$ cat config.mk
export PLATFORM = sky130hd
export DESIGN_NAME = mpbh_accum
export DESIGN_NICKNAME = d
export VERILOG_FILES = /design/src/sv/mpbh_pkg.sv /design/src/sv/mpbh_accum.sv
export SDC_FILE = /design/constraint.sdc
export NUM_CORES = 1
export LEC_CHECK = 0
export ABC_AREA = 1
export ABC_CLOCK_PERIOD_IN_PS = 4200
export BUFFER_PORTS_ARGS = -buffer_cell sky130_fd_sc_hd__buf_2
export CAP_MARGIN = 20
export CORE_ASPECT_RATIO = 1.4
export CORE_MARGIN = 3
export CORE_UTILIZATION = 33
export DETAILED_ROUTE_END_ITERATION = 16
export SLEW_MARGIN = 30
export SYNTH_ARGS = -nofsm -noshare
export SYNTH_HDL_FRONTEND = slang
export SYNTH_SLANG_ARGS = --single-unit
$ cat constraint.sdc
create_clock -name clk_i -period 4.2 [get_ports clk_i]
set_input_delay 0.21 -clock clk_i [delete_from_list [all_inputs] [get_ports clk_i]]
set_output_delay 0.21 -clock clk_i [all_outputs]
set_load 0.05 [all_outputs]
$ cat src/sv/mpbh_pkg.sv
package mpbh_pkg;

  localparam int DataW = 64;

  typedef enum logic [1:0] {
    StNone    = 2'd0,
    StEnter   = 2'd1,
    StRelease = 2'd2,
    StError   = 2'd3
  } status_e;

  typedef struct packed {
    logic [DataW-1:0] heap_usage;
    logic [DataW-1:0] heap_budget;
    logic             usage_valid;
    logic             last_heap;
    logic [DataW-1:0] pending_upload_bytes;
    logic [DataW-1:0] texture_resident_bytes;
  } in_item_t;

  typedef struct packed {
    status_e          status;
    logic [DataW-1:0] budget_bytes;
    logic             pressure_now;
  } out_item_t;

  // Batch totals including the beat being accepted.
  typedef struct packed {
    logic             failed;
    logic [DataW-1:0] usage;
    logic [DataW-1:0] budget;
  } batch_t;

endpackage

$ cat src/sv/mpbh_accum.sv
module mpbh_accum (
  input  logic               clk_i,
  input  logic               rst_ni,
  input  logic               beat_i,
  input  mpbh_pkg::in_item_t item_i,
  output mpbh_pkg::batch_t   batch_o
);

  localparam int W = mpbh_pkg::DataW;

  logic [W-1:0] usage_q, usage_d;
  logic [W-1:0] budget_q, budget_d;
  logic         failed_q, failed_d;
  logic [W:0]   usage_add, budget_add;
  logic         wrap;

  always_comb begin
    usage_add  = {1'b0, usage_q} + {1'b0, item_i.heap_usage};
    budget_add = {1'b0, budget_q} + {1'b0, item_i.heap_budget};
    // a wrap in either sum drops the whole heap from both sums
    wrap       = usage_add[W] | budget_add[W];

    batch_o.failed = failed_q | wrap | ~item_i.usage_valid;
    batch_o.usage  = wrap ? usage_q : usage_add[W-1:0];
    batch_o.budget = wrap ? budget_q : budget_add[W-1:0];

    if (item_i.last_heap) begin
      usage_d  = '0;
      budget_d = '0;
      failed_d = 1'b0;
    end else begin
      usage_d  = batch_o.usage;
      budget_d = batch_o.budget;
      failed_d = batch_o.failed;
    end
  end

  always_ff @(posedge clk_i or negedge rst_ni) begin
    if (!rst_ni) begin
      usage_q  <= '0;
      budget_q <= '0;
      failed_q <= 1'b0;
    end else if (beat_i) begin
      usage_q  <= usage_d;
      budget_q <= budget_d;
      failed_q <= failed_d;
    end
  end

endmodule

# == After elaboration in Yosys (flattened, before gate mapping) ==
# Index checks and enable logic that the tools add are counted.
# totals
ff_bits,129
out_inout_bits,129
word_cells,14
in_bits,261
# op_classes
addsub,2
n_mux,5
bitwise,4
# op_table
op,n
$mux 64,4
$add 64x64->65,2
$or 1x1->1,3
$mux 1,1
$not 1->1,1

# == Depth between registers and ports, before layout ==
# depth
depth_word,5
mapped_depth,21
mapped_depth_nobuf,19

# == Worst setup path after synthesis ==
# No wires, ideal clock.
# synth_path
path_type,register to output
from,register budget_q[0]
to,output port batch_o[65] in the netlist's numbering
slack_ns,1.391
path_buffers,2
t_required_ns,3.990
t_arrival_ns,2.599
path_stages_with_launch,20
cell_sequence,dfrtp_1 -> ha_1 -> inv_1 -> fa_1 -> inv_1 -> nand3_1 -> nand2_2 -> nand2_1 -> nand2_2 -> nand2_2 -> nand2_2 -> nand2_1 -> nand2_2 -> nand2_1 -> nand2_1 -> nor2_4 -> buf_4 -> buf_6 -> nand2_1 -> and2_1
# synth_lines
element,line,rtl
start: declaration,mpbh_accum.sv:12,"logic [W-1:0] budget_q, budget_d;"
start signal: assignment,mpbh_accum.sv:45,budget_q <= budget_d;
end: declaration,mpbh_accum.sv:6,output mpbh_pkg::batch_t batch_o

==> flow_metrics.tcl <==
set metrics [dict create \
    outcome "finished, final reports clean" \
    nets 4300 \
    first_iter_violations 1096 \
    worst-setup-path-type "register to primary output" \
    finalSetupViolations 0 \
    routedWlPerCell_um 17.1 \
    n_antenna_cell 0 \
    cp_max_fo 4 \
    slew_violations 0 \
    core_area_sq_mm 0.0578 \
    ys_ff_latch 129 \
    grt_usage 0.258 \
    layout-drive-gt1-share 0.135 \
    rows 104 \
    dpl_cell_area_sq_mm 0.0214 \
    start_kind "register" \
    die_w_um 211 \
    critPathCaptureType "primary output" \
    pin_count 390 \
    num_vias 21289 \
    syn_area_sq_mm 0.0194 \
    clock_skew_ns 0.0131 \
    path_clk_slew_ns 0.06 \
    fin_cells 4664 \
    hold_violations 0 \
    clock_latency_ns 0.50 \
    hold_class "primary input to register" \
    portBuffers 261 \
    synth_nets 4058 \
    first_pass_iters 8 \
    gp_congestion 1.05 \
    cts_tree "built" \
    finalSetupTns_ns 0 \
    required_ns 3.99 \
    grt_pass1_wl_mm 120 \
    critical_path_arrival_ns 3.78 \
    utilization 0.383 \
    syn_inst 3667 \
    cts_buffers 17 \
    dieArea_sq_mm 0.0616 \
    cts_buffer_depth 2 \
    antenna_found_initial 0 \
    yosysWarnings 0 \
    via_per_inst 4.56 \
    cts_root_buf "clkbuf_16" \
    detailed_place_hpwl_mm 66.1 \
    drc 0 \
    fin_crit_sh 0.949 \
    period_minus_slack_ns 3.99 \
    wl_mm 79.8 \
    maxClockFrequency_mhz 251 \
    grt_pass1_vias 20972 \
    maxCapViolations 0 \
    ant_nets 0 \
    final_cell_area_sq_mm 0.0221 \
    grt_max_degree 81 \
    rsz0062_at_grt "false" \
    cts_sinks 129 \
    chipHeight_um 293 \
    synth_cell_type_count 36 \
    synth_area_per_cell_sq_um 5.28 \
    start_util 0.335 \
    postCtsSetupBuffers 0 \
    worst_pin_slew_ns 0.791 \
    gr-total-overflow 0 \
    dp_cells 4629 \
    max-slew-margin-rel 0.472 \
    syn2layout_area_growth_pct 14.2 \
    h-tree-depth 4 \
    synth_seq_area_share 0.167 \
]
[placed cells by master, fill, tap and decap left out, types with 3 or more instances in the layout]
cell type  synthesis  routed
o21ai_0            6       6
buf_4             12       7
nor3_1            20      20
nor2_4             3       4
xnor2_1           22      22
buf_2             10     259
nor2_1           210     209
clkbuf_1          18       3
dfrtp_1          129     129
a21oi_1           79      79
nand2_4           20      21
and2_1            33      33
o21a_1             3       3
clkbuf_16          0      18
xor2_1            40      40
inv_1            696     695
inv_2             15      15
nor4_1             5       5
clkbuf_8           0       3
buf_12             2       6
nand2_1         1823    1822
nand2_2          161     161
nand4_1           36      36
and3_1             4       4
nor2_2            14      14
clkinv_1           5       5
nand3_1          147     147
ha_1             128     128
bufinv_16          0       4
[state kept, by name, indices dropped and copies added (netlist names)]
| name | count |
|---|---|
| budget_q | 64 |
| usage_q | 64 |
| failed_q | 1 |
[Yosys cell counts (all sizes together)]
cell,instances,area share
nand2,2004,0.42
inv,711,0.14
nor2,227,0.047
nand3,149,0.039
dfrtp,129,0.17
ha,128,0.083
a21oi,79,0.020
xor2,40,0.018
buf,38,0.017
nand4,36,0.012
and2,33,0.011
nor3,22,0.0062
xnor2,22,0.010
clkbuf,18,0.0035
nor4,7,0.0029
o21ai,6,0.0016
clkinv,5,0.00097
and3,4,0.0013
o21a,3,0.0012
fa,2,0.0021
o21bai,2,0.00078
a21o,1,0.00039
nand3b,1,0.00039
[metrics by stage]
| stage | hold WS (ns) | setup WS, ns |
|---|---|---|
| floorplan | -0.0856 | 1.39 |
| global placement | 0.316 | 0.697 |
| detailed placement | 0.317 | 0.622 |
| CTS | 0.0371 | 0.0378 |
| global route | 0.0542 | 0.0202 |
| finish | 0.0705 | 0.214 |
[metal layers]
metal | vias to the layer above | part of all wire | GRT usage
met5 | - | 0 | 0
met4 | 0 | 0.078 | 0.175
met3 | 180 | 0.038 | 0.0359
met2 | 504 | 0.52 | 0.485
met1 | 9299 | 0.37 | 0.260
li1 | 11306 | - | -
[logic make-up (layout without fill, tap and decap cells)]
logic type | Yosys count | after routing | synth area share
and+or+nand+nor | 2483 | 2483 | 0.536
buffers and inverters | 772 | 1027 | 0.160
adders and majority gates | 130 | 130 | 0.0848
DFF | 129 | 129 | 0.167
AOI/OAI and AO/OA | 91 | 91 | 0.0243
xor gates and xnor gates | 62 | 62 | 0.0281
[critical path, cell delays in order, from the launching register on]
cell and delay (ns):
dfrtp_1 0.40, ha_1 0.37, nand2_1 0.19, nor2_1 0.37, nand2_1 0.18, nor2_1 0.54, nand3_1 0.45, nand3_1 0.21
nand2_1 0.06, nand2_1 0.10, nand2_4 0.05, nand2_2 0.08, buf_2 0.27
[cell type report]
| cell class | count | area [sq um] |
|---|---|---|
| Tap cell | 742 | 928 |
| Clock buffer | 23 | 478 |
| Timing Repair Buffer | 279 | 1570 |
| Sequential cell | 129 | 3230 |
| Clock inverter | 9 | 154 |
| Inverter | 716 | 2690 |
| Fill cell | 6716 | 35700 |
| Multi-Input combinational cell | 2766 | 13100 |
[path summary, 6_finish.rpt]
check                           slack [ns]  depth (start not counted)   startpoint      endpoint
worst max register to register        1.01                         13  usage_q[29]   usage_q[43]
worst min register to register        0.51                          2  usage_q[14]   usage_q[14]
worst min-delay path                  0.07                          3       beat_i      failed_q
worst max-delay path                  0.21                         12  usage_q[29]  batch_o[107]
max in group asynchronous             2.85                          3       rst_ni   usage_q[59]
min in group asynchronous             0.31                          2       rst_ni  budget_q[17]
[repair_timing]
item / 4_1_cts / 5_1_grt
resized for setup: 0 / 3
hold buffers: 2 / 0
endpoints found under the setup margin: 0 / 32
hold endpoints to repair: 71 / 0
Power is left out: the tool's default activity adds up to more than one toggle a clock period on the data nets, which glitch-free logic cannot reach.
